`config.mk`:
```
export PLATFORM = sky130hd
export DESIGN_NAME = fre_ctrl
export DESIGN_NICKNAME = d
export VERILOG_FILES = /design/src/hdl/fre_pkg.sv /design/src/hdl/fre_ctrl.sv
export SDC_FILE = /design/constraint.sdc
export NUM_CORES = 1
export LEC_CHECK = 0
export ABC_AREA = 1
export ABC_CLOCK_PERIOD_IN_PS = 1650
export BUFFER_PORTS_ARGS = -buffer_cell sky130_fd_sc_hd__buf_2
export CAP_MARGIN = 10
export CORE_MARGIN = 5
export CORE_UTILIZATION = 47
export DETAILED_ROUTE_END_ITERATION = 7
export PLACE_DENSITY_LB_ADDON = 0.25
export SETUP_SLACK_MARGIN = 0.15
export SYNTH_ARGS = -nofsm -noshare
export SYNTH_HDL_FRONTEND = slang
export SYNTH_SLANG_ARGS = --single-unit
export TNS_END_PERCENT = 50
```
`constraint.sdc`:
```
create_clock -name clk -period 1.65 [get_ports clk]
set_input_delay 0.33 -clock clk [delete_from_list [all_inputs] [get_ports clk]]
set_output_delay 0.33 -clock clk [all_outputs]
set_load 0.05 [all_outputs]
```
`src/hdl/fre_pkg.sv`:
```
`timescale 1ns / 1ps
// ----------------------------------------------------------------------------
// fre_pkg: shared types and constants for the rectangle fill engine
// Screen geometry, command codes, state encoding, controller/datapath
// interface structs and the RGB565 palette helpers.
// ----------------------------------------------------------------------------
package fre_pkg;

	localparam int SCREEN_WIDTH  = 320;
	localparam int SCREEN_HEIGHT = 240;
	localparam int PIXELS        = SCREEN_WIDTH * SCREEN_HEIGHT;
	localparam int COL_W         = $clog2(SCREEN_WIDTH);
	localparam int ROW_W         = $clog2(SCREEN_HEIGHT);
	localparam int ADDR_W        = $clog2(PIXELS);
	localparam int PAL_DEPTH     = 256;
	localparam int CUBE_ENTRIES  = 180;

	typedef enum logic [1:0] {
		OP_FILL    = 2'd0,
		OP_OUTLINE = 2'd1,
		OP_READ    = 2'd2,
		OP_PALETTE = 2'd3
	} op_t;

	typedef enum logic [1:0] {
		SIDE_TOP    = 2'd0,
		SIDE_BOTTOM = 2'd1,
		SIDE_LEFT   = 2'd2,
		SIDE_RIGHT  = 2'd3
	} side_t;

	typedef enum logic [3:0] {
		ST_CLEAR,
		ST_IDLE,
		ST_SETUP,
		ST_START,
		ST_FILL,
		ST_RD_ADDR,
		ST_RD_MEM,
		ST_RD_PAL,
		ST_PAL_WR,
		ST_FINISH
	} state_t;

	typedef struct packed {
		logic  load;
		logic  clear_step;
		logic  setup;
		logic  outline;
		side_t side;
		logic  start;
		logic  fill_step;
		logic  rd_addr;
		logic  rd_mem;
		logic  rd_pal;
		logic  pal_wr;
		logic  out_load;
		logic  out_read;
	} cmd_t;

	typedef struct packed {
		logic clear_last;
		logic empty;
		logic fill_last;
		logic out_free;
	} status_t;

	function automatic logic [15:0] pack565(input logic [7:0] r, input logic [7:0] g,
			input logic [7:0] b);
		logic [15:0] c;
		c = {r[7:3], g[7:2], b[7:3]};
		return {c[7:0], c[15:8]};
	endfunction

	function automatic logic [PAL_DEPTH-1:0][15:0] palette_init();
		logic [PAL_DEPTH-1:0][15:0] t;
		int r;
		int g;
		int b;
		for (int i = 0; i < PAL_DEPTH; i++) begin
			if (i < CUBE_ENTRIES) begin
				r = (i / 30) * 51;
				g = ((i / 5) % 6) * 51;
				b = (i % 5) * 63;
				t[i] = pack565(8'(r), 8'(g), 8'(b));
			end else begin
				t[i] = '0;
			end
		end
		return t;
	endfunction

	localparam logic [PAL_DEPTH-1:0][15:0] PALETTE_INIT = palette_init();

endpackage

```
`src/hdl/fre_ctrl.sv`:
```
`timescale 1ns / 1ps
// ----------------------------------------------------------------------------
// fre_ctrl: command sequencer of the rectangle fill engine
// Accepts commands, steps the datapath through clear, fill, outline, read
// and palette write sequences and hands the result to the output register.
// ----------------------------------------------------------------------------
module fre_ctrl (
	input  logic              clk,
	input  logic              arst_n,
	input  logic              s_tvalid,
	output logic              s_tready,
	input  logic [1:0]        s_tuser,
	input  fre_pkg::status_t  status,
	output fre_pkg::cmd_t     cmd
);

	fre_pkg::state_t state_q;
	fre_pkg::state_t state_d;
	fre_pkg::op_t    op_q;
	fre_pkg::side_t  side_q;
	logic            more_sides;

	assign more_sides = (op_q == fre_pkg::OP_OUTLINE) && (side_q != fre_pkg::SIDE_RIGHT);

	always_ff @(posedge clk or negedge arst_n) begin
		if (!arst_n) begin
			state_q <= fre_pkg::ST_CLEAR;
			op_q    <= fre_pkg::OP_FILL;
			side_q  <= fre_pkg::SIDE_TOP;
		end else begin
			state_q <= state_d;
			if (cmd.load) begin
				op_q   <= fre_pkg::op_t'(s_tuser);
				side_q <= fre_pkg::SIDE_TOP;
			end else if ((state_q == fre_pkg::ST_START && status.empty) ||
					(state_q == fre_pkg::ST_FILL && status.fill_last)) begin
				if (more_sides) begin
					side_q <= fre_pkg::side_t'(side_q + 2'd1);
				end
			end
		end
	end

	always_comb begin
		state_d = state_q;
		case (state_q)
			fre_pkg::ST_CLEAR: begin
				if (status.clear_last) begin
					state_d = fre_pkg::ST_IDLE;
				end
			end
			fre_pkg::ST_IDLE: begin
				if (s_tvalid) begin
					case (fre_pkg::op_t'(s_tuser))
						fre_pkg::OP_FILL,
						fre_pkg::OP_OUTLINE: state_d = fre_pkg::ST_SETUP;
						fre_pkg::OP_READ:    state_d = fre_pkg::ST_RD_ADDR;
						default:             state_d = fre_pkg::ST_PAL_WR;
					endcase
				end
			end
			fre_pkg::ST_SETUP: state_d = fre_pkg::ST_START;
			fre_pkg::ST_START: begin
				if (!status.empty) begin
					state_d = fre_pkg::ST_FILL;
				end else if (more_sides) begin
					state_d = fre_pkg::ST_SETUP;
				end else begin
					state_d = fre_pkg::ST_FINISH;
				end
			end
			fre_pkg::ST_FILL: begin
				if (status.fill_last) begin
					state_d = more_sides ? fre_pkg::ST_SETUP : fre_pkg::ST_FINISH;
				end
			end
			fre_pkg::ST_RD_ADDR: state_d = fre_pkg::ST_RD_MEM;
			fre_pkg::ST_RD_MEM:  state_d = fre_pkg::ST_RD_PAL;
			fre_pkg::ST_RD_PAL:  state_d = fre_pkg::ST_FINISH;
			fre_pkg::ST_PAL_WR:  state_d = fre_pkg::ST_FINISH;
			fre_pkg::ST_FINISH: begin
				if (status.out_free) begin
					state_d = fre_pkg::ST_IDLE;
				end
			end
			default: state_d = fre_pkg::ST_CLEAR;
		endcase
	end

	always_comb begin
		cmd      = '0;
		s_tready = 1'b0;
		cmd.side = side_q;
		case (state_q)
			fre_pkg::ST_CLEAR: cmd.clear_step = 1'b1;
			fre_pkg::ST_IDLE: begin
				s_tready = 1'b1;
				cmd.load = s_tvalid;
			end
			fre_pkg::ST_SETUP: begin
				cmd.setup   = 1'b1;
				cmd.outline = (op_q == fre_pkg::OP_OUTLINE);
			end
			fre_pkg::ST_START:   cmd.start     = 1'b1;
			fre_pkg::ST_FILL:    cmd.fill_step = 1'b1;
			fre_pkg::ST_RD_ADDR: cmd.rd_addr   = 1'b1;
			fre_pkg::ST_RD_MEM:  cmd.rd_mem    = 1'b1;
			fre_pkg::ST_RD_PAL:  cmd.rd_pal    = 1'b1;
			fre_pkg::ST_PAL_WR:  cmd.pal_wr    = 1'b1;
			fre_pkg::ST_FINISH: begin
				cmd.out_load = status.out_free;
				cmd.out_read = (op_q == fre_pkg::OP_READ);
			end
			default: cmd = '0;
		endcase
	end

`ifndef NO_ASSERTIONS
	a_no_accept_in_clear: assert property (@(posedge clk) disable iff (!arst_n)
		(state_q == fre_pkg::ST_CLEAR) |-> !s_tready)
		else $error("input accepted during frame store clear");

	a_out_load_free: assert property (@(posedge clk) disable iff (!arst_n)
		cmd.out_load |-> status.out_free)
		else $error("result loaded over a pending transfer");

	a_side_only_outline: assert property (@(posedge clk) disable iff (!arst_n)
		(state_q == fre_pkg::ST_SETUP && op_q != fre_pkg::OP_OUTLINE) |->
		(side_q == fre_pkg::SIDE_TOP))
		else $error("side counter advanced for a plain fill");
`endif

endmodule

```
==> out/metrics.yaml <==
route:
  post_drt_wl_per_cell_um: 17.4
  detail_route.wirelength_mm: 2.88
  num_vias: 953
  remaining_drc_errors: 1
  per_cell_via_count_in_the_routed_design: 5.74
  postRouteAntennaNets: 0
  drt_first_iter_violations: 74
  drt_first_pass_iters: 6
logic_synthesis:
  ys.warnings.count: 0
  synth.ff_latch_count: 8
  postSynthAreaPerCell_um2: 6.00
  largest_area_contributor_in_the_netlist: "sky130_fd_sc_hd__dfrtp_1"
  synth_top_cells_by_count: "30 x sky130_fd_sc_hd__nand2_1, 21 x sky130_fd_sc_hd__inv_1, 14 x sky130_fd_sc_hd__nor2_1"
  postSynthCellCount: 108
  post-synth-top-area-fraction_pct: 30.9
  synthesis.nets: 118
  synth-edff-count: 0
  synth_most_common_cell: "sky130_fd_sc_hd__nand2_1"
  seq_area_frac_synth_pct: 30.9
  netlist_top_cells_area: "sky130_fd_sc_hd__dfrtp_1 31%, sky130_fd_sc_hd__nand2_1 17%, sky130_fd_sc_hd__inv_1 12%, sky130_fd_sc_hd__nor2_1 8.1%, sky130_fd_sc_hd__nand2_2 6.8%"
  synthesis.area_um2: 648
  yosys_most_used_dff: "sky130_fd_sc_hd__dfrtp_1"
  asyncSetResetFlopFracSynth_pct: 100
  post_synth_num_cell_types: 16
clock_tree:
  clock_root_buffer_master: "sky130_fd_sc_hd__clkbuf_4"
  numCtsBuffers: 3
  ctsHtreeMaxLevel: 1
  cts.reportedPaths.clkPinSlew_ns: 0.06
  cts_sinks: 8
  clockBufferDepth: 2
  cts_tree: "done"
  worst_skew_pair.late_latency_ns: 0.26
timing:
  fmax_mhz: 579
  setup-violations-final: 6
  rsz0062_at_grt: "yes"
  clock_skew_ns: 0.0113
  minimum_clock_period_after_layout_ns: 1.73
  hold-worst-slack_ns: 0.373
  final.period_utilization_pct: 105
  finalHoldViolCount: 0
  tns_setup_ns: -0.187
  tightest_slew_ns: 0.276
  timing.max_slew.rel_slack_pct: 81.4
  report.final.slew_viol_count: 0
  setup_ws_ns: -0.0762
power:
  clkPwrFrac_pct: 6.7
  combinationalPowerShare_pct: 76.2
  power_report.internal_total_mw: 1.03
  switching_share_pct: 57.0
  power-per-cell-area_nw_per_um2: 2030
  finalPower_mw: 2.39
  switching_power_mw: 1.36
  irDropWorstVdd_uv: 1480
  seq_power_share_pct: 17.1
  power.static_leakage_nw: 0.646
global_route:
  grt_pass1_vias: 821
  grt_start_max_net_pins: 9
  wire_length_of_the_first_global_routing_pass_mm: 3.37
  grt_ovf: 0
  grt_antenna_before_repair: 0
  gr-usage-all-layers_pct: 22.0
cells_and_area:
  layout.cells.non_filler: 166
  syn_to_final_growth_pct: 81.7
  seq_area_um2: 205
  post-route-util_pct: 90.5
  multi_input_comb_area_um2: 475
  final_layout_size_suffix_gt1_share_pct: 54.3
  num_antenna_cells: 0
  final_nets: 162
  fillers: 58
placement:
  dp.final_hpwl_mm: 1.40
  gpl.final_weighted_congestion: 0.904
  placed_cells: 148
  io_buffer_count: 23
die:
  dieArea_um2: 2220
  ios: 24
  die-height_um: 47.1
  rows: 13
  start_util_pct: 49.8
  dieWidth_um: 47.1
  fp.coreArea_um2: 1300
critical_path:
  worstPathMaxFanout: 4
  start_kind: "flip-flop"
  setup.worst_path.class: "flip-flop to primary output"
  critical_path.cell_chain: "buf_4 -> nand2_4 -> nor2_4 -> inv_2 -> nor3_4 -> buf_6"
  worst_path_largest_cell_delay_ns: 0.44
  critical_path_arrival_ns: 1.40
  worst_r2r_path_depth: 9
  timing.critical_path.slowest_stage_cell: "sky130_fd_sc_hd__dfrtp_2"
  worstSetupEndpointType: "primary output"
  reg2reg_setup_slack_ns: 0.16
  crit_required_ns: 1.32
status:
  failing_checks: "DRC, setup timing"
  result_of_the_run: "finished, violations left"
hold_path:
  min_path_type: "primary input to flip-flop"
  worst_hold_path_cells: 3
flow_run:
  drv_cap: 0
==> state kept, by name, indices dropped and copies added, names as in the netlist <==
register	flops
op_q	2
state_q	4
side_q	2
==> critical path: cells and delay by family, from the launching register on <==
family        cells  cell delay [ns]
flops             1             0.44
buf+inv           3             0.40
simple gates      3             0.30
==> stage by stage <==
step / instance area, µm² / setup slack [ns]
final: 1180 / -0.0762
after global routing: 1180 / -0.169
after CTS: 1110 / -0.00956
after detailed placement: 871 / 0.0549
after global placement: 871 / 0.109
after floorplan: 722 / 0.0589
==> cell usage in the layout (no fill, tap or decap), types with 3 or more instances in the layout <==
cell and count:
sky130_fd_sc_hd__buf_6 10, sky130_fd_sc_hd__buf_2 9, sky130_fd_sc_hd__inv_1 16, sky130_fd_sc_hd__dfrtp_1 4, sky130_fd_sc_hd__buf_4 14, sky130_fd_sc_hd__nor2_4 7, sky130_fd_sc_hd__nand2_1 28, sky130_fd_sc_hd__nand2_2 7
sky130_fd_sc_hd__o21ai_0 3, sky130_fd_sc_hd__nand3_1 7, sky130_fd_sc_hd__buf_8 5, sky130_fd_sc_hd__nor2_1 3, sky130_fd_sc_hd__nor2_2 8, sky130_fd_sc_hd__clkbuf_4 3, sky130_fd_sc_hd__inv_2 4, sky130_fd_sc_hd__dfrtp_2 4
==> routing by layer <==
| metal | vias to the layer above | routed length [µm] | global-route usage [%] |
|---|---|---|---|
| met5 | - | 0 | 0 |
| met4 | 0 | 187 | 11.6 |
| met3 | 25 | 346 | 2.68 |
| met2 | 99 | 1400 | 43.1 |
| met1 | 418 | 947 | 22.2 |
| li1 | 411 | - | - |
==> worst paths after layout <==
| kind | end | start |
|---|---|---|
| worst max-delay path | cmd[0] | state_q[0]$_DFFE_PN0P_ |
| max in group asynchronous | state_q[2]$_DFFE_PN0P_ | arst_n |
| worst min register to register | side_q[1]$_DFFE_PN0P_ | side_q[1]$_DFFE_PN0P_ |
| worst min-delay path | op_q[0]$_DFFE_PN0P_ | s_tuser[0] |
| min in group asynchronous | state_q[1]$_DFFE_PN0P_ | arst_n |
| worst max register to register | state_q[0]$_DFFE_PN0P_ | state_q[2]$_DFFE_PN0P_ |
==> kinds of logic after synthesis <==
kind of cell / share of synthesized area [%]
simple gates: 47.9
buf+inv: 13.9
flops: 30.9
compound gates: 5.40
fa+ha+maj: 1.93
==> layout make-up <==
type / instances / share of cell area (%)
inverters: 24 / 8.82
repair buffers: 39 / 29.5
well taps: 15 / 1.59
clock buffers: 4 / 2.23
flip-flops and latches: 8 / 17.4
multi-input cells: 76 / 40.4
==> power groups by stage <==
stage	sequential, mW	clock, mW	combinational [mW]
floorplan	0.364	0	0.990
global placement	0.373	0	1.22
detailed placement	0.377	0	1.23
CTS	0.380	0.162	1.55
global route	0.412	0.174	1.95
finish	0.408	0.161	1.82
==> repair_timing <==
item	CTS	global route
hold buffers	1	0
buffers inserted	9	4
hold endpoints to repair	8	0
cloned	0	0
pin swaps	8	5
resized for setup	43	12
setup endpoints to repair	15	18
(Power assumes the default switching activity.)
